[config.mk]
export PLATFORM = sky130hd
export DESIGN_NAME = crbu_queue
export DESIGN_NICKNAME = d
export VERILOG_FILES = /design/src/crbu_queue.sv
export SDC_FILE = /design/constraint.sdc
export NUM_CORES = 1
export LEC_CHECK = 0
export BUFFER_PORTS_ARGS = -buffer_cell sky130_fd_sc_hd__buf_4
export CAP_MARGIN = 20
export CORE_ASPECT_RATIO = 2
export CORE_UTILIZATION = 40
export DETAILED_ROUTE_END_ITERATION = 6
export GPL_TIMING_DRIVEN = 0
export PLACE_DENSITY_LB_ADDON = 0.1
export SLEW_MARGIN = 20
export SYNTH_ARGS = -nofsm -noshare
export SYNTH_HDL_FRONTEND = slang
export SYNTH_SLANG_ARGS = --single-unit
[constraint.sdc]
create_clock -name i_clk -period 2.5 [get_ports i_clk]
set_input_delay 0.25 -clock i_clk [delete_from_list [all_inputs] [get_ports i_clk]]
set_output_delay 0.25 -clock i_clk [all_outputs]
set_load 0.005 [all_outputs]
[src/crbu_queue.sv]
`timescale 1ns / 1ps

module crbu_queue #(
    parameter int DATA_W = 34,
    parameter int DEPTH  = 4
) (
    input  logic                       i_clk,
    input  logic                       i_rst_n,
    input  logic                       i_push,
    input  logic [DATA_W-1:0]          i_data,
    input  logic                       i_pop,
    output logic                       o_valid,
    output logic [DATA_W-1:0]          o_data,
    output logic [$clog2(DEPTH):0]     o_count
);

    localparam int PTR_W = $clog2(DEPTH);

    logic [DATA_W-1:0] r_data [DEPTH];
    logic [PTR_W-1:0]  r_wr_ptr, n_wr_ptr;
    logic [PTR_W-1:0]  r_rd_ptr, n_rd_ptr;
    logic [PTR_W:0]    r_count, n_count;

    // Advance pointers and occupancy
    always_comb begin
        n_wr_ptr = i_push ? r_wr_ptr + PTR_W'(1) : r_wr_ptr;
        n_rd_ptr = i_pop  ? r_rd_ptr + PTR_W'(1) : r_rd_ptr;
        n_count  = r_count + (PTR_W+1)'(i_push) - (PTR_W+1)'(i_pop);
    end

    always_ff @(posedge i_clk) begin
        if (!i_rst_n) begin
            r_wr_ptr <= '0;
            r_rd_ptr <= '0;
            r_count  <= '0;
        end else begin
            r_wr_ptr <= n_wr_ptr;
            r_rd_ptr <= n_rd_ptr;
            r_count  <= n_count;
        end
    end

    // Store entries
    always_ff @(posedge i_clk) begin
        if (i_push) begin
            r_data[r_wr_ptr] <= i_data;
        end
    end

    assign o_valid = (r_count != '0);
    assign o_data  = r_data[r_rd_ptr];
    assign o_count = r_count;

    a_no_overflow: assert property (@(posedge i_clk) disable iff (!i_rst_n)
        (r_count == (PTR_W+1)'(DEPTH)) |-> (!i_push || i_pop))
        else $error("queue push while full");

    a_no_underflow: assert property (@(posedge i_clk) disable iff (!i_rst_n)
        (r_count == '0) |-> !i_pop)
        else $error("queue pop while empty");

endmodule

# Word-level counts from Yosys, hierarchy flattened
# Memories as Yosys holds them, arrays and structs flattened. A register that Yosys moved wholly into a read port is not among the register bits.
# Index checks and enable logic that the tools add are counted.
# totals
ff_bits,7
mem_bits_rw,136
elab_cells,13
mem_count,1
in_bits,38
# memory_table
memory,depth,width,read_ports,rd_clocked_by_memory_dff,wr,line_no,rtl
r_data,4,34,1,1,1,19,logic [DATA_W-1:0] r_data [DEPTH];
# classes
n_reduce_logical,1
n_addsub,4
n_mux,4
# ops
op,count
$add 2x1->2 const B,2
$mux 2,2
$add 3x1->3,1
$reduce_bool 3->1,1
$sub 3x1->3,1
$mux 1,2

# Logic depth before layout (Yosys ltp)
# depth
depth_word,3
ltp_mapped,7

# Least setup slack after synthesis
# No wires, ideal clock.
# synth_path
kind,reg2reg
startpoint,reg r_wr_ptr[0]
endpoint,mem r_data[2][0] (enable)
arrival_ps,1376
period_less_slack_ps,1771
stages_incl_launch_ff,4
required_time_ps,2106
slack_ps,729
setup_time_ps,394
cell_sequence,dfxtp_1 > inv_1 > ha_1 > and2_1
# synth_lines
element,line_no,rtl
start: declaration,20,"logic [PTR_W-1:0] r_wr_ptr, n_wr_ptr;"
start signal: assignment,37,r_wr_ptr <= n_wr_ptr;
end: declaration,19,
# No word-level cell before the write port.

==> impl_metrics.json <==
{
  "final_nets": 363,
  "synth_area_per_cell_sq_um": 24.5,
  "antenna_found_initial": 0,
  "cts_tree": "done",
  "drv_cap": 0,
  "die_area_sq_um": 14000,
  "synth_edf_count": 136,
  "cts_buffers": 17,
  "yosys.cell_count.top_type": "edfxtp_1",
  "first_global_vias": 2765,
  "wirelength_um": 9620,
  "hp-class": "input port to register",
  "viasPerCell": 5.09,
  "final_max_slew_viol_count": 0,
  "p_leak_nw": 2.38,
  "setup.worst_path.start_class": "register",
  "ctsResizeCount": 0,
  "ios": 76,
  "fp-row-count": 59,
  "coreArea_sq_um": 13100,
  "ir_drop_uv": 537,
  "crit_slowest_cell": "buf_2",
  "violations": "DRC",
  "syn_nets": 265,
  "rsz0062_at_grt": "false",
  "synth-seq-cells": 145,
  "final_area_sq_um": 6820,
  "overflow": 0,
  "required_ps": 2250,
  "critPathKind": "register to output pin",
  "syn2layout_area_growth_pct": 26.5,
  "fmax_mhz": 458,
  "cp_data_arrival_time_ps": 1930,
  "setup_viol": 0,
  "slowest_delay_ps": 380,
  "yosys.area.top_type": "edfxtp_1",
  "cts_hold_buf": 0,
  "hold_violations": 0,
  "htree_levels": 4,
  "pwr_density_cell_nw_per_um2": 867,
  "slew_headroom": 0.653,
  "n_antenna_cell": 0,
  "cp_max_fo": 10,
  "drt_iter0_drc": 163,
  "yosysWarnings": 0,
  "drive_above_1_share": 0.456,
  "wl_per_cell_um": 19.9,
  "dpl.hpwl_um": 6090,
  "dpl-instance-area_sq_um": 6240,
  "clock-sinks": 145,
  "initial_utilization": 0.413,
  "cts_buffer_depth": 2,
  "drcViolationCount": 10,
  "ant_nets": 0,
  "via_count": 2457,
  "grt_max_degree": 25,
  "clk_latency_ps": 410,
  "finClkSkew_ps": 6.40,
  "post-cts-setup-buffers": 0,
  "netlist_top_cells_count": "edfxtp_1, mux4_2, dfxtp_1, inv_1",
  "syn_area_sq_um": 5390,
  "grtUsageTotal": 0.151,
  "netlist.area_leader.share": 0.757,
  "numPortBuffers": 75,
  "fp.dieW_um": 84.1,
  "ys_async_sr_fraction": 0,
  "worstMarginPinSlew_ps": 520,
  "synth_cell_type_count": 20,
  "synthCells": 220,
  "ys_seq_area_frac": 0.791,
  "root_buffer": "clkbuf_16",
  "finalCritPeriodShare": 0.874,
  "setup_tns_ps": 0,
  "outcome": "finished with violations",
  "place.gp.congestion": 0.644,
  "total_power_mw": 5.91,
  "clkTransAtPathRegs_ps": 60,
  "drt_first_pass_iters": 6,
  "synth_top_flop_cell": "edfxtp_1",
  "grt_pass1_wl_um": 15100,
  "yosys-top-cells-area": "edfxtp_1, mux4_2, dfxtp_1",
  "min_period_ps": 2180,
  "die_h_um": 166,
  "crit_chain": "clkbuf_1 -> buf_2 -> mux4_2 -> buf_4",
  "end_kind": "output pin"
}
-- worst max-delay path: cells and delay by family, from the launching register on --
kind | cells | cell delay [ps]
buffers and inverters | 3 | 860
multiplexers | 1 | 360
flip-flops | 1 | 300
-- registers in the layout, indices dropped and copies added, names as in the netlist, named ones only --
signal / cells
o_count: 3
r_data: 136
r_wr_ptr: 2
r_rd_ptr: 2
-- metrics by stage --
step,util,std cells,setup WS [ps],hold slack (ps)
after floorplan,-,220,729,349
after global placement,0.470,447,2.95,449
after detailed placement,0.477,451,689,453
after CTS,0.522,483,244,17.5
after global routing,0.522,483,121,15.7
final,0.522,483,316,35.3
-- metal layers --
layer / GRT usage / vias up / routed length, um
met5: 0 / - / 0
met4: 0.0675 / 0 / 86
met3: 0.0417 / 4 / 371
met2: 0.276 / 61 / 5500
met1: 0.159 / 1282 / 3660
li1: - / 1110 / -
-- kinds of logic (layout without fill, tap and decap cells) --
| logic type | Yosys count | in the layout | share of synthesized area |
|---|---|---|---|
| AOI/OAI and AO/OA | 2 | 2 | 0.00278 |
| and+or+nand+nor | 13 | 13 | 0.0130 |
| buffers and inverters | 15 | 126 | 0.0216 |
| xor gates and xnor gates | 3 | 3 | 0.00766 |
| DFF | 145 | 145 | 0.791 |
| muxes | 35 | 35 | 0.147 |
| adders and majority gates | 7 | 7 | 0.0176 |
-- area by class of cell --
type	count	area, sq um
Timing Repair Buffer	79	651
Clock inverter	14	154
Clock buffer	18	429
Sequential cell	145	4260
Multi-Input combinational cell	60	1020
Inverter	7	26.3
Tap cell	152	190
Fill cell	1030	6240
Buffer	8	90.1
-- worst paths after layout --
kind | startpoint | to | slack (ps) | cells past startpoint
setup / recovery | register | o_data[4] | 320 | 4
hold / removal | i_data[29] | r_data[2][29] | 40 | 1
setup reg to reg | o_count[0] | o_count[2] | 850 | 7
hold reg to reg | r_rd_ptr[1] | r_rd_ptr[1] | 560 | 2
-- layout by cell type (no fill, tap or decap), drive strengths merged, types with 3 or more instances in the layout --
cell / instances
buf: 86
clkbuf: 19
dfxtp: 9
inv: 11
clkinv: 3
clkinvlp: 5
nor2: 5
ha: 6
edfxtp: 136
mux4: 34
and2: 6
-- report_power, final --
group	internal (mW)	switching, mW
logic	0.364	0.259
clock network	1.48	0.981
registers	2.79	0.0383
(Power assumes the default switching activity.)
