## src/crbu_pkg.sv

```systemverilog
`timescale 1ns / 1ps

package crbu_pkg;

    localparam int PIXEL_W    = 16;
    localparam int CFG_W      = 16;
    localparam int CFG_IDX_W  = 3;
    localparam int COUNT_W    = 16;
    localparam int OUT_ADDR_W = 17;

    // Configuration register indexes
    typedef enum logic [CFG_IDX_W-1:0] {
        REG_RECT_LEFT   = 3'd0,
        REG_RECT_TOP    = 3'd1,
        REG_RECT_WIDTH  = 3'd2,
        REG_RECT_HEIGHT = 3'd3,
        REG_DRAW_MODE   = 3'd4,
        REG_FILL_COLOR  = 3'd5
    } t_reg_index;

    // Drawing modes; the unused code consumes elements and draws nothing
    typedef enum logic [1:0] {
        MODE_FILL = 2'd0,
        MODE_COPY = 2'd1,
        MODE_MASK = 2'd2,
        MODE_NONE = 2'd3
    } t_draw_mode;

    // How the back end forms the stored pixel
    typedef enum logic {
        OP_DIRECT = 1'b0,
        OP_BLEND  = 1'b1
    } t_op_kind;

    // Direct: value is the pixel. Blend: value is the mask over fill color.
    typedef struct packed {
        t_op_kind             kind;
        logic [PIXEL_W-1:0]   value;
    } t_pix_op;

    // Expand an 8-bit grey level to an RGB565 mask
    function automatic logic [PIXEL_W-1:0] grey_mask(input logic [7:0] g);
        grey_mask = {g[7:3], g[7:2], g[7:3]};
    endfunction

endpackage

```

## src/crbu_front.sv

```systemverilog
`timescale 1ns / 1ps

module crbu_front
    import crbu_pkg::*;
#(
    parameter int FRAME_WIDTH  = 320,
    parameter int FRAME_HEIGHT = 240,
    parameter int QUEUE_DEPTH  = 4,
    parameter int ADDR_W       = 17
) (
    input  logic                          i_clk,
    input  logic                          i_rst_n,
    input  logic                          i_cfg_we,
    input  logic [CFG_IDX_W-1:0]          i_cfg_index,
    input  logic [CFG_W-1:0]              i_cfg_wdata,
    input  logic                          s_tvalid,
    output logic                          s_tready,
    input  logic [PIXEL_W-1:0]            s_tdata,
    input  logic                          i_clearing,
    input  logic [$clog2(QUEUE_DEPTH):0]  i_q_count,
    output logic                          o_push,
    output logic [ADDR_W-1:0]             o_push_addr,
    output t_pix_op                       o_push_op,
    output logic [PIXEL_W-1:0]            o_fill_color
);

    localparam int X_W   = (FRAME_WIDTH  > 1) ? $clog2(FRAME_WIDTH)  : 1;
    localparam int Y_W   = (FRAME_HEIGHT > 1) ? $clog2(FRAME_HEIGHT) : 1;
    localparam int SUM_W = $clog2(QUEUE_DEPTH) + 2;

    // Configuration registers
    logic [CFG_W-1:0]   r_rect_left;
    logic [CFG_W-1:0]   r_rect_top;
    logic [CFG_W-1:0]   r_rect_width;
    logic [CFG_W-1:0]   r_rect_height;
    logic [1:0]         r_draw_mode;
    logic [PIXEL_W-1:0] r_fill_color;

    // Position counters
    logic [COUNT_W-1:0] r_col, n_col;
    logic [COUNT_W-1:0] r_row, n_row;

    // Stage 1: accepted element with its position
    logic               r_s1_valid;
    logic [PIXEL_W-1:0] r_s1_src;
    logic [COUNT_W-1:0] r_s1_col;
    logic [COUNT_W-1:0] r_s1_row;

    // Stage 2: clipped coordinates and pixel operation
    logic               r_s2_valid;
    logic [X_W-1:0]     r_s2_x;
    logic [Y_W-1:0]     r_s2_y;
    t_pix_op            r_s2_op;

    logic [16:0] w_width17, w_height17, w_abs_w, w_abs_h;
    logic [16:0] w_left_n, w_top_n;
    logic        w_empty, w_mode_ok, w_accept, w_col_wrap, w_row_wrap;
    logic [17:0] w_x, w_y;
    logic        w_inside;
    t_pix_op     w_op;
    logic [SUM_W-1:0] w_inflight;

    // Normalize the rectangle
    always_comb begin
        w_width17  = {r_rect_width[CFG_W-1], r_rect_width};
        w_height17 = {r_rect_height[CFG_W-1], r_rect_height};
        w_abs_w    = r_rect_width[CFG_W-1]  ? 17'd0 - w_width17  : w_width17;
        w_abs_h    = r_rect_height[CFG_W-1] ? 17'd0 - w_height17 : w_height17;
        w_left_n   = {r_rect_left[CFG_W-1], r_rect_left}
                   + (r_rect_width[CFG_W-1] ? w_width17 : 17'd0);
        w_top_n    = {r_rect_top[CFG_W-1], r_rect_top}
                   + (r_rect_height[CFG_W-1] ? w_height17 : 17'd0);
        w_empty    = (w_abs_w == 17'd0) || (w_abs_h == 17'd0);
        w_mode_ok  = (r_draw_mode == MODE_FILL) || (r_draw_mode == MODE_COPY)
                  || (r_draw_mode == MODE_MASK);
    end

    // Hold input while the store clears or the queue could overflow
    always_comb begin
        w_inflight = SUM_W'(i_q_count) + SUM_W'(r_s1_valid) + SUM_W'(r_s2_valid);
        s_tready   = !i_clearing && (w_inflight < SUM_W'(QUEUE_DEPTH));
        w_accept   = s_tvalid && s_tready;
    end

    // Step the raster counters
    always_comb begin
        w_col_wrap = ({1'b0, r_col} + 17'd1) >= w_abs_w;
        w_row_wrap = ({1'b0, r_row} + 17'd1) >= w_abs_h;
        n_col = r_col;
        n_row = r_row;
        if (w_accept) begin
            if (w_empty) begin
                n_col = '0;
                n_row = '0;
            end else if (w_col_wrap) begin
                n_col = '0;
                n_row = w_row_wrap ? '0 : r_row + COUNT_W'(1);
            end else begin
                n_col = r_col + COUNT_W'(1);
            end
        end
        if (i_cfg_we && (i_cfg_index <= REG_FILL_COLOR)) begin
            n_col = '0;
            n_row = '0;
        end
    end

    always_ff @(posedge i_clk) begin
        if (!i_rst_n) begin
            r_rect_left   <= '0;
            r_rect_top    <= '0;
            r_rect_width  <= '0;
            r_rect_height <= '0;
            r_draw_mode   <= MODE_FILL;
            r_fill_color  <= '0;
            r_col         <= '0;
            r_row         <= '0;
        end else begin
            r_col <= n_col;
            r_row <= n_row;
            if (i_cfg_we) begin
                unique case (i_cfg_index)
                    REG_RECT_LEFT:   r_rect_left   <= i_cfg_wdata;
                    REG_RECT_TOP:    r_rect_top    <= i_cfg_wdata;
                    REG_RECT_WIDTH:  r_rect_width  <= i_cfg_wdata;
                    REG_RECT_HEIGHT: r_rect_height <= i_cfg_wdata;
                    REG_DRAW_MODE:   r_draw_mode   <= i_cfg_wdata[1:0];
                    REG_FILL_COLOR:  r_fill_color  <= i_cfg_wdata;
                    default: ;
                endcase
            end
        end
    end

    // Stage 1: drop elements that can never draw
    always_ff @(posedge i_clk) begin
        if (!i_rst_n) begin
            r_s1_valid <= 1'b0;
        end else begin
            r_s1_valid <= w_accept && !w_empty && w_mode_ok;
        end
    end

    always_ff @(posedge i_clk) begin
        if (w_accept) begin
            r_s1_src <= s_tdata;
            r_s1_col <= r_col;
            r_s1_row <= r_row;
        end
    end

    // Clip against the frame and pick the pixel operation
    always_comb begin
        w_x = {w_left_n[16], w_left_n} + {2'b00, r_s1_col};
        w_y = {w_top_n[16], w_top_n} + {2'b00, r_s1_row};
        w_inside = !w_x[17] && (w_x[16:0] < 17'(FRAME_WIDTH))
                && !w_y[17] && (w_y[16:0] < 17'(FRAME_HEIGHT));
        case (r_draw_mode)
            MODE_COPY: w_op = '{kind: OP_DIRECT, value: r_s1_src};
            MODE_MASK: w_op = '{kind: OP_BLEND, value: grey_mask(r_s1_src[7:0])};
            default:   w_op = '{kind: OP_DIRECT, value: r_fill_color};
        endcase
    end

    always_ff @(posedge i_clk) begin
        if (!i_rst_n) begin
            r_s2_valid <= 1'b0;
        end else begin
            r_s2_valid <= r_s1_valid && w_inside;
        end
    end

    always_ff @(posedge i_clk) begin
        r_s2_x  <= w_x[X_W-1:0];
        r_s2_y  <= w_y[Y_W-1:0];
        r_s2_op <= w_op;
    end

    // Stage 2: form the store address and hand over to the queue
    assign o_push       = r_s2_valid;
    assign o_push_addr  = ADDR_W'(r_s2_y * FRAME_WIDTH) + ADDR_W'(r_s2_x);
    assign o_push_op    = r_s2_op;
    assign o_fill_color = r_fill_color;

    a_ready_low_clearing: assert property (@(posedge i_clk) disable iff (!i_rst_n)
        i_clearing |-> !s_tready)
        else $error("input taken during store clear");

    a_no_push_after_cfg: assert property (@(posedge i_clk) disable iff (!i_rst_n)
        (i_cfg_we && !s_tvalid && !r_s1_valid) |=> !r_s2_valid)
        else $error("push without an accepted element");

endmodule

```

## config.mk

```make
export PLATFORM = sky130hd
export DESIGN_NAME = crbu_front
export DESIGN_NICKNAME = d
export VERILOG_FILES = /design/src/crbu_pkg.sv /design/src/crbu_front.sv
export SDC_FILE = /design/constraint.sdc
export NUM_CORES = 1
export LEC_CHECK = 0
export ABC_AREA = 1
export BUFFER_PORTS_ARGS = -buffer_cell sky130_fd_sc_hd__buf_4
export CORE_AREA = 2 2 176 178
export CTS_CLUSTER_SIZE = 40
export DETAILED_ROUTE_END_ITERATION = 8
export DIE_AREA = 0 0 178 180
export GPL_TIMING_DRIVEN = 0
export HOLD_SLACK_MARGIN = 0.06
export SYNTH_ARGS = -nofsm -noshare
export SYNTH_HDL_FRONTEND = slang
export SYNTH_SLANG_ARGS = --single-unit
```

## constraint.sdc

```tcl
create_clock -name i_clk -period 6.5 [get_ports i_clk]
set_input_delay 0.325 -clock i_clk [delete_from_list [all_inputs] [get_ports i_clk]]
set_output_delay 0.325 -clock i_clk [all_outputs]
set_load 0.02 [all_outputs]
```

==> Word level (Yosys, flattened, before mapping) <==
Cells that the tools add are included.
{ "word_totals": {"wordCells": 84, "in_bits": 43, "ff_bits": 198, "out_inout_bits": 52} }
{ "classes": {"muxes": 10, "eq_ne": 7, "addsub": 13, "magnitude_cmp": 6, "bitwise_logic": 1, "n_reduce_logical": 29, "multipliers": 1} }
{ "op_table": {"columns": ["operator", "count"], "rows": [
  ["$mux W16", 5],
  ["$mux W17", 4],
  ["$add A17 B17 Y18", 2],
  ["$add A16 B1 Y17 const B", 2],
  ["$add A17 B17 Y17", 2],
  ["$ge A17 B17 Y1", 2],
  ["$logic_not A17 Y1", 2],
  ["$pmux W17 S2", 1],
  ["$sub A1 B16 Y17 const A", 2],
  ["$add A16 B1 Y16 const B", 2],
  ["$add A17 B9 Y17", 1],
  ["$lt A17 B8 Y1 const B", 1],
  ["$lt A17 B9 Y1 const B", 1],
  ["$reduce_and A2 Y1", 7],
  ["$mul A8 B3 Y11 const B", 1],
  ["$logic_and A1 B1 Y1", 9],
  ["$eq A3 B2 Y1 const B", 2],
  ["$eq A3 B3 Y1 const B", 2],
  ["$add A3 B1 Y4", 1],
  ["$add A4 B1 Y4", 1],
  ["$logic_not A1 Y1", 4],
  ["$lt A4 B3 Y1 const B", 1],
  ["$eq A3 B1 Y1 const B", 1],
  ["$le A3 B3 Y1 const B", 1],
  ["8 further kinds", 10]
]} }

==> Logic depth before layout (Yosys ltp) <==
Gate-level depths: netlist (run 1).
{ "depth": {"depth_word": 8, "mapped_depth": 31, "mapped_depth_nobuf": 28} }

==> Worst setup path before layout (run 1) <==
Ideal clock, no wire load.
{ "synth_timing": {"kind": "register -> register", "startpoint": "register r_rect_width[15]", "endpoint": "register r_s2_valid, in the netlist o_push", "slack_ps": 2450, "setup_ps": 64, "synth_period_minus_slack_ps": 4050, "t_arrival_ps": 3985, "path_stages_with_launch": 28, "n_path_buf": 3, "required_time_ps": 6436, "cell_sequence": "dfxtp_1 -> buf_4 -> buf_2 -> buf_1 -> nand2_1 -> inv_1 -> ha_1 -> inv_1 -> fa_1 -> nand3b_1 -> nand2_1 -> inv_1 -> o21ai_0 -> nand3_1 -> nand2_1 -> nand3_1 -> nand2_1 -> a31oi_1 -> xor2_1 -> ha_1 -> a21oi_1 -> nand2_1 -> nor2_1 -> o21ai_0 -> xor2_1 -> nor3_1 -> nand3_1 -> nor2_1"} }
{ "synth_via": {"elab_chain_cells": 8, "word_cells_on_any_way": 9, "classes_between": "2 x add/sub; 1 x order compare; 1 x mux; 5 x reduce/logical"} }
{ "synth_lines": {"columns": ["element", "line_no", "source"], "rows": [
  ["from (decl)", "crbu_front.sv:34", "logic [CFG_W-1:0] r_rect_width;"],
  ["from (signal assigned)", "crbu_front.sv:125", "REG_RECT_WIDTH: r_rect_width <= i_cfg_wdata;"],
  ["$mux W17 *", "crbu_front.sv:70", "+ (r_rect_width[CFG_W-1] ? w_width17 : 17'd0);"],
  ["$add A17 B17 Y17 *", "crbu_front.sv:70", null],
  ["$add A17 B17 Y18 *", "crbu_front.sv:154", "w_x = {w_left_n[16], w_left_n} + {2'b00, r_s1_col};"],
  ["$lt A17 B9 Y1 / $logic_not A1 Y1 (equally long branches)", "crbu_front.sv:156", "w_inside = !w_x[17] && (w_x[16:0] < 17'(FRAME_WIDTH))"],
  ["$logic_and A1 B1 Y1 *", "crbu_front.sv:156", null],
  ["$logic_and A1 B1 Y1 * (2 in series)", "crbu_front.sv:157", "&& !w_y[17] && (w_y[16:0] < 17'(FRAME_HEIGHT));"],
  ["$logic_and A1 B1 Y1 *", "crbu_front.sv:169", "r_s2_valid <= r_s1_valid && w_inside;"],
  ["to (signal assigned)", "crbu_front.sv:169", null],
  ["to (decl)", "crbu_front.sv:50", "logic r_s2_valid;"]
]} }
Mark *: on every way between the ends. The rest lies on a longest branch, timed or not.
A chain may end at the register's enable or synchronous reset.

==> Worst setup path in the final report (run 1) <==
Ends and elaborated chain as after synthesis.

==> summary.md, run 1 <==
| Metric | Value |
|---|---|
| Status | finished clean |
| Fin. Hold Viols | 0 |
| CP Data Required Time | 6.87 ns |
| HP Start | i_cfg_wdata[15] |
| Skew final | about 0.014 ns |
| Reg-to-reg endpoint | o_push |
| Crit Path Category | register to register |
| Gr busiest metal | met2 |
| Yosys warns | 0 |
| Yosys top cell area share | a little under a quarter |
| Endpoint class of the critical path | register |
| Max-slew violations | 0 |
| Initial drt markers | ~800 |
| Clk_lat worst skew | 0.45 ns |
| Drt wl/cell | 15.1 µm |
| Unrepaired setup endpoints after global routing | false |
| M2 GR Usage | between 30% and 40% |
| P&R area growth vs syn | 14.7% |
| Vias in the first global route | 11800 |
| Hold Path End | o_fill_color[15] |
| Number of placed I/O pins | 95 |
| Share of layout cells above drive strength 1 | 9.30% |
| Internal reg-to-reg setup slack | between 1 and 1.5 ns |
| Starting Density | 44.2% |
| Period Utilization, post-route | between 70% and 80% |
| # H-tree levels | 4 |
| Clock transition at path regs | about 0.080 ns |
| Mapped cell area | around 0.013 mm² |
| Most frequent cells in the layout | nand2_1 (382), nor2_1 (269), inv_1 (228) |
| Hold path depth | 3 |
| Number of flip-flops in the largest register | 17 |
| TritonRoute pass-1 iters | 5 |
| Full die area | ~0.032 mm² |
| Hold Path Class | primary input to register |
| Reg2Reg Depth | 29 |
| Max-Cap Viols | 0 |
| Post-DP HPWL | 29.5 mm |
| Final setup TNS | 0 ns |
| Crit path max-delay family | simple AND/OR/NAND/NOR gates |
| M3 GR Usage | roughly 3.6% |
| Cell variety after synth | 46 |
| Top cell type by total area after synthesis | dfxtp_1 |
| FMAX | slightly below 200 MHz |
| # DRC | 0 |
| Synth area leaders | dfxtp_1 (23%), ha_1 (12%), edfxtp_1 (11%), nand2_1 (11%), nor2_1 (7.6%) |
| Reg area | 0.00444 mm² |
| Mapped Cells | around 1900 |
| Power, Total | just over 3 mW |
| Relative slew slack | a little under half |
| Clock Path Buffers | 2 |
| CP Launch Type | register |
| Number of flops mapped to enable cells by yosys | 48 |
| GPL Wtd Cong | 0.897 |
| Post-DR vias/cell | slightly above 5 |
| Gr ovfl total | 0 |
| Cts bufs inserted | 17 |
| First-pass GRT wire length | ~59 mm |
| Worst VDD drop | ~0.14 mV |
| Met1 global-route usage | between 30% and 40% |
| # resized after CTS | 0 |
| Final setup viols | 0 |
| Area of the multi-input gates | between 0.007 and 0.008 mm² |
| Slew at the pin closest to its max-slew limit | ~0.79 ns |
| Wirelength, routed | about 36 mm |
| Rows | between 60 and 70 |
| CTS Sinks | around 200 |
| Pin count of the biggest net entering global routing | 58 |
| P_leak | 7.58 nW |
| Routed Antenna Nets | 0 |
| Clock Tree Root | clkbuf_16 |
| Post-CTS setup repair buffer count | 0 |
| CP max FO | 10 |
| Initial antenna violation count | 0 |
| Synth Area per Inst | roughly 7.1 µm² |
| Reg2Reg Launch Point | r_rect_width[15] |
| Ys flop type | dfxtp_1 |
| Total vias in the final route | approximately 12000 |
| PortBufs | 94 |
| Worst path arrival time | ~5.5 ns |
| CTS tree | done |
| Share of async-settable or async-resettable flops after synthesis | 0% |
| #FFs+latches synth | roughly 200 |
| Slowest CP cell | ha_1 |
| Fillcell total | ~3000 |
| Slowest cell delay on critical path | roughly 0.42 ns |
| Core Region | a little over 0.03 mm² |
| Crit path buf inv count | 7 |
| Antenna cells | 0 |
| Die Span X | 178 µm |
| Post-synthesis sequential area ratio | roughly 33% |
| Die height | around 180 µm |
| GR Util All Layers | between 20% and 30% |
| Commonest non-fill, non-tap cell in the layout | nand2_1 |
| Worst path most repeated cell | nand2_1 |
| Pwr/cell area | 201 mW/mm² |
| Final critical-path required period | 5.11 ns |
| Final net count | ~2200 |
-- worst min-delay path: stages --
cell    delay, ns
buf_4        0.13
nor2_1       0.05
nor2_1       0.08
-- synth_stat cells, types with 2 or more instances --
library cell and instances:
a21oi_1 154, a21boi_0 6, nand3_1 122, a211oi_1 2
edfxtp_1 48, nor2_2 8, nor3_1 22, o31ai_1 3
a31oi_1 5, a21o_1 5, nor4_1 6, nand2_2 10
xnor2_1 19, inv_2 4, buf_2 6, a31o_2 2
o21bai_1 5, nand3_4 3, a21oi_2 10, o21a_1 2
ha_1 123, nand4_1 35, o21ai_0 121, inv_1 228
xor2_1 57, dfxtp_1 150, nor2_1 269, clkbuf_1 32
nor2_4 3, nand2_1 382, buf_12 2, fa_1 6
nand3b_1 4, buf_4 10, and2_1 3, buf_1 2
-- what timing repair did --
item / 4_1_cts / 5_1_grt
endpoints found under the hold margin: 16 / 0
hold buffers: 16 / 0
setup endpoints to repair: 0 / 0
-- final cells by class --
class / instances / area share (%)
sequential: 198 / 29.0
inverter: 233 / 5.72
clock inverter: 10 / 0.662
timing repair buffer: 110 / 5.66
clock buffer: 22 / 3.17
buffer: 53 / 1.87
tap: 396 / 3.24
multi-input combinational: 1396 / 50.6
-- how the worst max path moves through the flow --
stage / slack (ns) / cells after the start / from / to
6_report: 1.39 / 29 / r_rect_width[15] / o_push
5_1_grt: 0.91 / 30 / r_rect_width[15] / o_push
4_1_cts: 1.42 / 29 / r_rect_width[15] / o_push
3_5_place_dp: 1.47 / 29 / r_rect_width[15] / o_push
3_3_place_gp: 1.50 / 29 / r_rect_width[15] / o_push
2_1_floorplan: 2.45 / 27 / r_rect_width[15] / o_push
-- cells by family after synthesis --
family / after synthesis / share of synthesized area (%)
flip-flops: 198 / 33.3
AND/OR/NAND/NOR: 871 / 27.8
XOR/XNOR: 76 / 4.99
buffers and inverters: 286 / 8.69
AO/OA/AOI/OAI: 318 / 12.8
adder cells (fa/ha/maj): 129 / 12.4
other: 1 / 0.0281
-- through the flow --
step                      cells  instance area, µm²  util (%)  hold WS [ns]  setup WS [ns]
after floorplan            1880               13300         -         0.406           2.45
after global placement     2370               14500      48.2         0.412           1.50
after detailed placement   2370               14500      48.2         0.424           1.47
after CTS                  2418               15300      50.7         0.170           1.42
after global routing       2418               15300      50.7         0.185          0.907
final                      2418               15300      50.7         0.176           1.39
-- layer usage --
layer,up-vias,routed length (µm)
li1,6408,-
met3,60,2110
met4,0,898
met1,5536,17200
met5,-,0
met2,341,16300
-- power breakdown --
group | switching [mW] | leakage (nW) | internal [mW]
registers | 0.0345 | 1.70 | 1.31
clock network | 0.513 | 0.289 | 0.550
logic | 0.417 | 5.59 | 0.251
total | 0.965 | 7.58 | 2.11
Power figures use the tool's default switching activity.
==> run 2, diff against run 1 <==
ABC_AREA = 0   (was 1)
CORE_AREA = 2 2 173 175   (was 2 2 176 178)
DIE_AREA = 0 0 175 177   (was 0 0 178 180)
clock period = 4.9 ns   (was 6.5 ns; I/O delays follow)
==> summary.md, run 2 <==
| Metric | Value |
|---|---|
| Synth area leaders | dfxtp_1 (23%), ha_1 (12%), edfxtp_1 (11%), nand2_1 (6.8%), a21boi_0 (5.1%) (was dfxtp_1 (23%), ha_1 (12%), edfxtp_1 (11%), nand2_1 (11%), nor2_1 (7.6%)) |
| Gr ovfl total | 0 (unchanged) |
| Power, Total | 3.85 mW (was 3.07 mW) |
| Final setup viols | 0 (unchanged) |
| Share of layout cells above drive strength 1 | 13.8% (was 9.30%) |
| Cts bufs inserted | 17 (unchanged) |
| Clock Tree Root | clkbuf_16 (unchanged) |
| FMAX | 211 MHz (was 196 MHz) |
| Mapped Cells | 1484 (was 1879) |
| Top post-synthesis cells by count | nand2_1 (232), dfxtp_1 (150), ha_1 (123) (was nand2_1 (382), nor2_1 (269), inv_1 (228)) |
| First-pass GRT wire length | 54.3 mm (was 59.1 mm) |
| Inst Count DP | 1970 (was 2370) |
| Die height | 177 µm (was 180 µm) |
| Number of flops mapped to enable cells by yosys | 48 (unchanged) |
| Antenna cells | 0 (unchanged) |
| Post-synthesis sequential area ratio | 34.5% (was 33.3%) |
| Fin cells | 2025 (was 2418) |
| # DRC | 0 (unchanged) |
| Die Span X | 175 µm (was 178 µm) |
| Routed Antenna Nets | 0 (unchanged) |
| Max-slew violations | 0 (unchanged) |
| # H-tree levels | 4 (unchanged) |
| Ys flop type | dfxtp_1 (unchanged) |
| Crit Path Category | register to register (unchanged) |
| Number of placed I/O pins | 95 (unchanged) |
| Worst path arrival time | 5.08 ns (was 5.48 ns) |
| Share of async-settable or async-resettable flops after synthesis | 0% (unchanged) |
| Core Region | 0.0292 mm² (was 0.0302 mm²) |
| Critical path, cell by cell | clkbuf_8 -> and2_1 -> ha_2 -> fa_2 -> a211o_1 -> a2111oi_4 -> o31ai_4 -> nor2_2 -> xnor2_2 -> ha_2 -> o22ai_1 -> nor2_1 -> o31a_1 -> or3_4 -> mux2i_1 -> nor4_1 -> nand4_1 -> or4_4 -> nor4_4 |
| TritonRoute pass-1 iters | 5 (unchanged) |
| GR Util All Layers | 22.2% (was 23.2%) |
| Post-DR vias/cell | 5.37 (was 5.11) |
| Vias in the first global route | 10300 (was 11800) |
| Status | finished clean (unchanged) |
| Crit path buf inv count | 1 (was 7) |
| Wirelength, routed | 34.3 mm (was 36.5 mm) |
| Initial antenna violation count | 0 (unchanged) |
| Mapped cell area | 0.0129 mm² (was 0.0133 mm²) |
| P_leak | 6.33 nW (was 7.58 nW) |
| Number of flip-flops in the largest register | 17 (unchanged) |
| Most frequent cells in the layout | nand2_1 (231), dfxtp_1 (148), buf_4 (115) (was nand2_1 (382), nor2_1 (269), inv_1 (228)) |
| Clock Path Buffers | 2 (unchanged) |
| P&R area growth vs syn | 18.3% (was 14.7%) |
| Final net count | 1794 (was 2181) |
| Period Utilization, post-route | 96.7% (was 78.6%) |
| Commonest non-fill, non-tap cell in the layout | nand2_1 (unchanged) |
| CTS tree | done (unchanged) |
| Unrepaired setup endpoints after global routing | true (was false) |
| Max-Cap Viols | 0 (unchanged) |
| Yosys top cell area share | 23.3% (was 22.5%) |
| Final critical-path required period | 4.74 ns (was 5.11 ns) |
| Hold Path Class | primary input to register (unchanged) |
| Internal reg-to-reg setup slack | 0.16 ns (was 1.39 ns) |
| PortBufs | 94 (unchanged) |
| Post-DP HPWL | 26.6 mm (was 29.5 mm) |
| Final setup TNS | 0 ns (unchanged) |
| Slowest cell delay on critical path | 0.45 ns (was 0.42 ns) |
| Cell variety after synth | 72 (was 46) |
| Drt wl/cell | 17.0 µm (was 15.1 µm) |
| Relative slew slack | 43.1% (was 46.8%) |
| Initial drt markers | 678 (was 793) |
| Top cell type by total area after synthesis | dfxtp_1 (unchanged) |
| Rows | 63 (was 64) |
| Fin. Hold Viols | 0 (unchanged) |
| Full die area | 0.0310 mm² (was 0.0320 mm²) |
| CP max FO | 28 (was 10) |
| CP Launch Type | register (unchanged) |
| GPL Wtd Cong | 0.894 (was 0.897) |
| Final hold slack | 0.0949 ns (was 0.176 ns) |
| Clock transition at path regs | 0.08 ns (about the same) |
| Endpoint class of the critical path | register (unchanged) |
| Slack of the critical path | 0.164 ns (was 1.39 ns) |
| Starting Density | 44.1% (was 44.2%) |
| Skew final | 0.0155 ns (was 0.0141 ns) |
| Total vias in the final route | 10900 (was 12300) |
| Slew at the pin closest to its max-slew limit | 0.846 ns (was 0.794 ns) |
| Crit path max-delay family | simple AND/OR/NAND/NOR gates (unchanged) |
| Pwr/cell area | 252 mW/mm² (was 201 mW/mm²) |
| CP Data Required Time | 5.25 ns (was 6.87 ns) |
| Worst path most repeated cell | ha_2 (was nand2_1) |
| Slowest CP cell | or4_4 (was ha_1) |
| Yosys warns | 0 (unchanged) |
| Pin count of the biggest net entering global routing | 28 (was 58) |
| Clk_lat worst skew | 0.45 ns (about the same) |
| CTS Sinks | 198 (unchanged) |
| #FFs+latches synth | 198 (unchanged) |
| Worst VDD drop | 0.233 mV (was 0.143 mV) |
| Count leader, synth | nand2_1 (unchanged) |
| Synth Area per Inst | 8.69 µm² (was 7.10 µm²) |
| Pre-CTS setup slack | -1.14 ns (was 1.47 ns) |
[run 2: cell count changes after synthesis, moves of 28 or more]
cell / before / now
o21ai_0: 121 / 64
nor2_1: 269 / 61
nand3_1: 122 / 40
inv_1: 228 / 49
nand2_1: 382 / 232
nand4_1: 35 / 7
xnor2_1: 19 / 62
and2_1: 3 / 37
a21oi_1: 154 / 77
a21boi_0: 6 / 88
[run 2: cell families (layout without fill, tap and decap cells)]
kind of cell | after synthesis | count (layout) | share of synthesized area [%]
fa+ha+maj | 129 | 129 | 12.9
flops | 198 | 198 | 34.5
mux | 18 | 18 | 1.43
other cells | 1 | 2 | 0.0291
buf+inv | 118 | 268 | 3.81
xor+xnor | 114 | 114 | 7.74
simple gates | 539 | 539 | 20.4
compound gates | 367 | 367 | 19.2
[run 2: worst reg2reg max path, delay by kind of cell, from the launching register on]
kind | cells | cell delay (ns)
AOI/OAI and AO/OA | 5 | 1.12
DFF | 1 | 0.37
xor gates and xnor gates | 1 | 0.15
and+or+nand+nor | 8 | 1.82
adders and majority gates | 3 | 0.87
buffers and inverters | 1 | 0.20
muxes | 1 | 0.13
[run 2: final timing paths]
path                     start                 to  depth (start not counted)
min reg2reg          r_row[11]       r_s1_row[11]                          0
min            i_cfg_wdata[15]  r_rect_height[15]                          3
max reg2reg  r_rect_height[15]             o_push                         19
max          r_rect_height[15]             o_push                         19
[run 2: per-stage QoR]
stage               cell area, µm²  util (%)
floorplan                    12900         -
global placement             14100      48.2
detailed placement           14100      48.3
CTS                          15100      51.6
global route                 15300      52.2
finish                       15300      52.2
[run 2: layout make-up]
cell class	count	area, µm²
fillers	2706	14000
well taps	390	488
clock buffers	21	493
repair buffers	124	983
inverters	49	184
multi-input cells	1169	8230
clock inverters	11	98.8
flip-flops and latches	198	4450
plain buffers	63	328
[run 2: metal layers]
| layer | GRT usage (%) | wire (µm) |
|---|---|---|
| met5 | 0 | 0 |
| met4 | 5.63 | 486 |
| met3 | 3.07 | 1650 |
| met2 | 37.5 | 15900 |
| met1 | 29.9 | 16300 |
[run 2: what timing repair did]
action	4_1_cts	5_1_grt
cloned	0	0
gates resized for setup	46	29
endpoints found under the setup margin	11	18
hold endpoints to repair	16	0
setup buffers	8	5
pin swaps	23	29
hold buffers	16	0
[run 2: power by group]
group	internal (mW)	switching, mW
Clock	0.744	0.687
Combinational	0.298	0.386
Sequential	1.71	0.0287
Total	2.75	1.10
==> run 3, diff against run 2 <==
PLACE_DENSITY = 0.69   (was default)
SETUP_SLACK_MARGIN = 0.3   (was default)
==> summary.md, run 3 (synthesis results as in run 2) <==
| Metric | Value |
|---|---|
| FMAX | 203 MHz (was 211 MHz) |
| Area of the multi-input gates | 0.00826 mm² (was 0.00823 mm²) |
| P_leak | 6.47 nW (was 6.33 nW) |
| Critical path, cell by cell | clkbuf_16 -> clkbuf_16 -> clkbuf_8 -> and2_4 -> ha_1 -> a21o_1 -> a21oi_2 -> o21ai_1 -> o311a_1 -> a2111o_1 -> nand2_2 -> o2111ai_1 -> a21oi_2 -> xnor2_2 -> ha_1 -> buf_4 -> buf_4 -> nor2b_1 -> nor3_2 -> o2111ai_2 -> nor3_2 -> nand4_1 -> or4_4 -> nor4_4 (was clkbuf_8 -> and2_1 -> ha_2 -> fa_2 -> a211o_1 -> a2111oi_4 -> o31ai_4 -> nor2_2 -> xnor2_2 -> ha_2 -> o22ai_1 -> nor2_1 -> o31a_1 -> or3_4 -> mux2i_1 -> nor4_1 -> nand4_1 -> or4_4 -> nor4_4) |
| Clock Tree Root | clkbuf_16 (unchanged) |
| TritonRoute pass-1 iters | 5 (unchanged) |
| Die Span X | 175 µm (unchanged) |
| Vias in the first global route | 10700 (was 10300) |
| First-pass GRT wire length | 53.5 mm (was 54.3 mm) |
| Fin cells | 2048 (was 2025) |
| Total vias in the final route | 11200 (was 10900) |
| P&R area growth vs syn | 20.5% (was 18.3%) |
| Hold path depth | 3 (unchanged) |
| Slowest CP cell | or4_4 (unchanged) |
| Power, Total | 3.99 mW (was 3.85 mW) |
| Fillcell total | 2620 (was 2706) |
| Rows | 63 (unchanged) |
| Initial antenna violation count | 0 (unchanged) |
| CP Data Required Time | 5.24 ns (was 5.25 ns) |
| Unrepaired setup endpoints after global routing | true (unchanged) |
| Core Region | 0.0292 mm² (unchanged) |
| # H-tree levels | 4 (unchanged) |
| Final net count | 1817 (was 1794) |
| Routed Antenna Nets | 0 (unchanged) |
| Reg2Reg Depth | 24 (was 19) |
| Drt wl/cell | 16.4 µm (was 17.0 µm) |
| CP max FO | 3 (was 28) |
| Clock transition at path regs | 0.07 ns (was 0.08 ns) |
| Crit Path Category | register to register (unchanged) |
| CTS tree | done (unchanged) |
| GPL Wtd Cong | 0.904 (was 0.894) |
| Hold Path Class | primary input to register (unchanged) |
| Commonest non-fill, non-tap cell in the layout | nand2_1 (unchanged) |
| CTS Sinks | 198 (unchanged) |
| Full die area | 0.0310 mm² (unchanged) |
| PortBufs | 94 (unchanged) |
| Relative slew slack | 46.8% (was 43.1%) |
| Failing checks | setup timing |
| Post-DP HPWL | 25.5 mm (was 26.6 mm) |
| Fin. Hold Viols | 0 (unchanged) |
| Final setup viols | 1 (was 0) |
| Share of layout cells above drive strength 1 | 15.4% (was 13.8%) |
| Period Utilization, post-route | 101% (was 96.7%) |
| Final setup TNS | -0.0320 ns (was 0 ns) |
| Clock Path Buffers | 2 (unchanged) |
| Wirelength, routed | 33.5 mm (was 34.3 mm) |
| GR Util All Layers | 21.5% (was 22.2%) |
| Max-Cap Viols | 0 (unchanged) |
| Skew final | 0.0100 ns (was 0.0155 ns) |
| Worst path arrival time | 5.28 ns (was 5.08 ns) |
| Post-DR vias/cell | 5.46 (was 5.37) |
| Starting Density | 44.1% (unchanged) |
| Status | finished, violations left (was finished clean) |
| Initial drt markers | 629 (was 678) |
| Die height | 177 µm (unchanged) |
| Pwr/cell area | 257 mW/mm² (was 252 mW/mm²) |
| Antenna cells | 0 (unchanged) |
| Max-slew violations | 0 (unchanged) |
| Reg area | 0.00445 mm² (unchanged) |
| Most frequent cells in the layout | nand2_1 (231), dfxtp_1 (148), buf_4 (131) (was nand2_1 (231), dfxtp_1 (148), buf_4 (115)) |
| Final core occ | 53.2% (was 52.2%) |
| Worst VDD drop | 0.210 mV (was 0.233 mV) |
| Cts bufs inserted | 17 (unchanged) |
| CP Launch Type | register (unchanged) |
| Gr ovfl total | 0 (unchanged) |
| Endpoint class of the critical path | register (unchanged) |
| Slowest cell delay on critical path | 0.52 ns (was 0.45 ns) |
| Inst Count DP | 1970 (unchanged) |
| Pin count of the biggest net entering global routing | 36 (was 28) |
| Number of flip-flops in the largest register | 17 (unchanged) |
| Slew at the pin closest to its max-slew limit | 0.796 ns (was 0.846 ns) |
| Slack of the critical path | -0.0320 ns (was 0.164 ns) |
| # DRC | 0 (unchanged) |
| Final critical-path required period | 4.93 ns (was 4.74 ns) |
| Clk_lat worst skew | 0.43 ns (was 0.45 ns) |
| Pre-CTS setup slack | -0.978 ns (was -1.14 ns) |
| Number of placed I/O pins | 95 (unchanged) |
run 3: worst paths after layout:
kind,slack (ns),start,end
worst max-delay path,-0.03,r_rect_height[15],o_push
worst min register to register,0.44,r_row[11],r_s1_row[11]
worst min-delay path,0.11,i_cfg_wdata[15],r_rect_width[15]
worst max register to register,-0.03,r_rect_height[15],o_push
run 3: report_power, final:
group          internal, mW  switching [mW]
logic                 0.306           0.390
registers              1.71          0.0285
clock network         0.862           0.693
total                  2.88            1.11
run 3: final cells by class:
cell class	count	share of cell area, %
Multi-Input combinational cell	1169	53.1
Sequential cell	198	28.6
Timing Repair Buffer	141	7.13
Tap cell	390	3.14
Clock buffer	18	2.90
Buffer	69	2.60
Clock inverter	14	1.32
Inverter	49	1.18
run 3: worst max-delay path, delay by kind of cell (launching register included):
| family | cells | cell delay, ns |
|---|---|---|
| AO/OA/AOI/OAI | 8 | 1.55 |
| XOR/XNOR | 1 | 0.14 |
| adder cells (fa/ha/maj) | 2 | 0.53 |
| buffers and inverters | 5 | 0.68 |
| flip-flops | 1 | 0.36 |
| AND/OR/NAND/NOR | 8 | 1.59 |
run 3: repair_timing:
item | in CTS | in global routing
endpoints found under the setup margin | 23 | 23
pin swaps | 33 | 34
hold endpoints to repair | 16 | 0
gates resized for setup | 45 | 42
hold buffers | 16 | 0
buffers inserted | 17 | 12
run 3: metrics by stage:
stage	area, µm²	hold slack (ns)
floorplan	12900	0.344
global placement	14100	0.411
detailed placement	14100	0.419
CTS	15300	0.0970
global route	15500	0.117
finish	15500	0.107
run 3: metal layers:
layer | global-route usage (%) | vias up | wire [µm]
met5 | 0 | - | 0
met4 | 9.69 | 0 | 1310
met3 | 2.92 | 72 | 1730
met2 | 35.4 | 332 | 15100
met1 | 28.1 | 5179 | 15400
li1 | - | 5595 | -
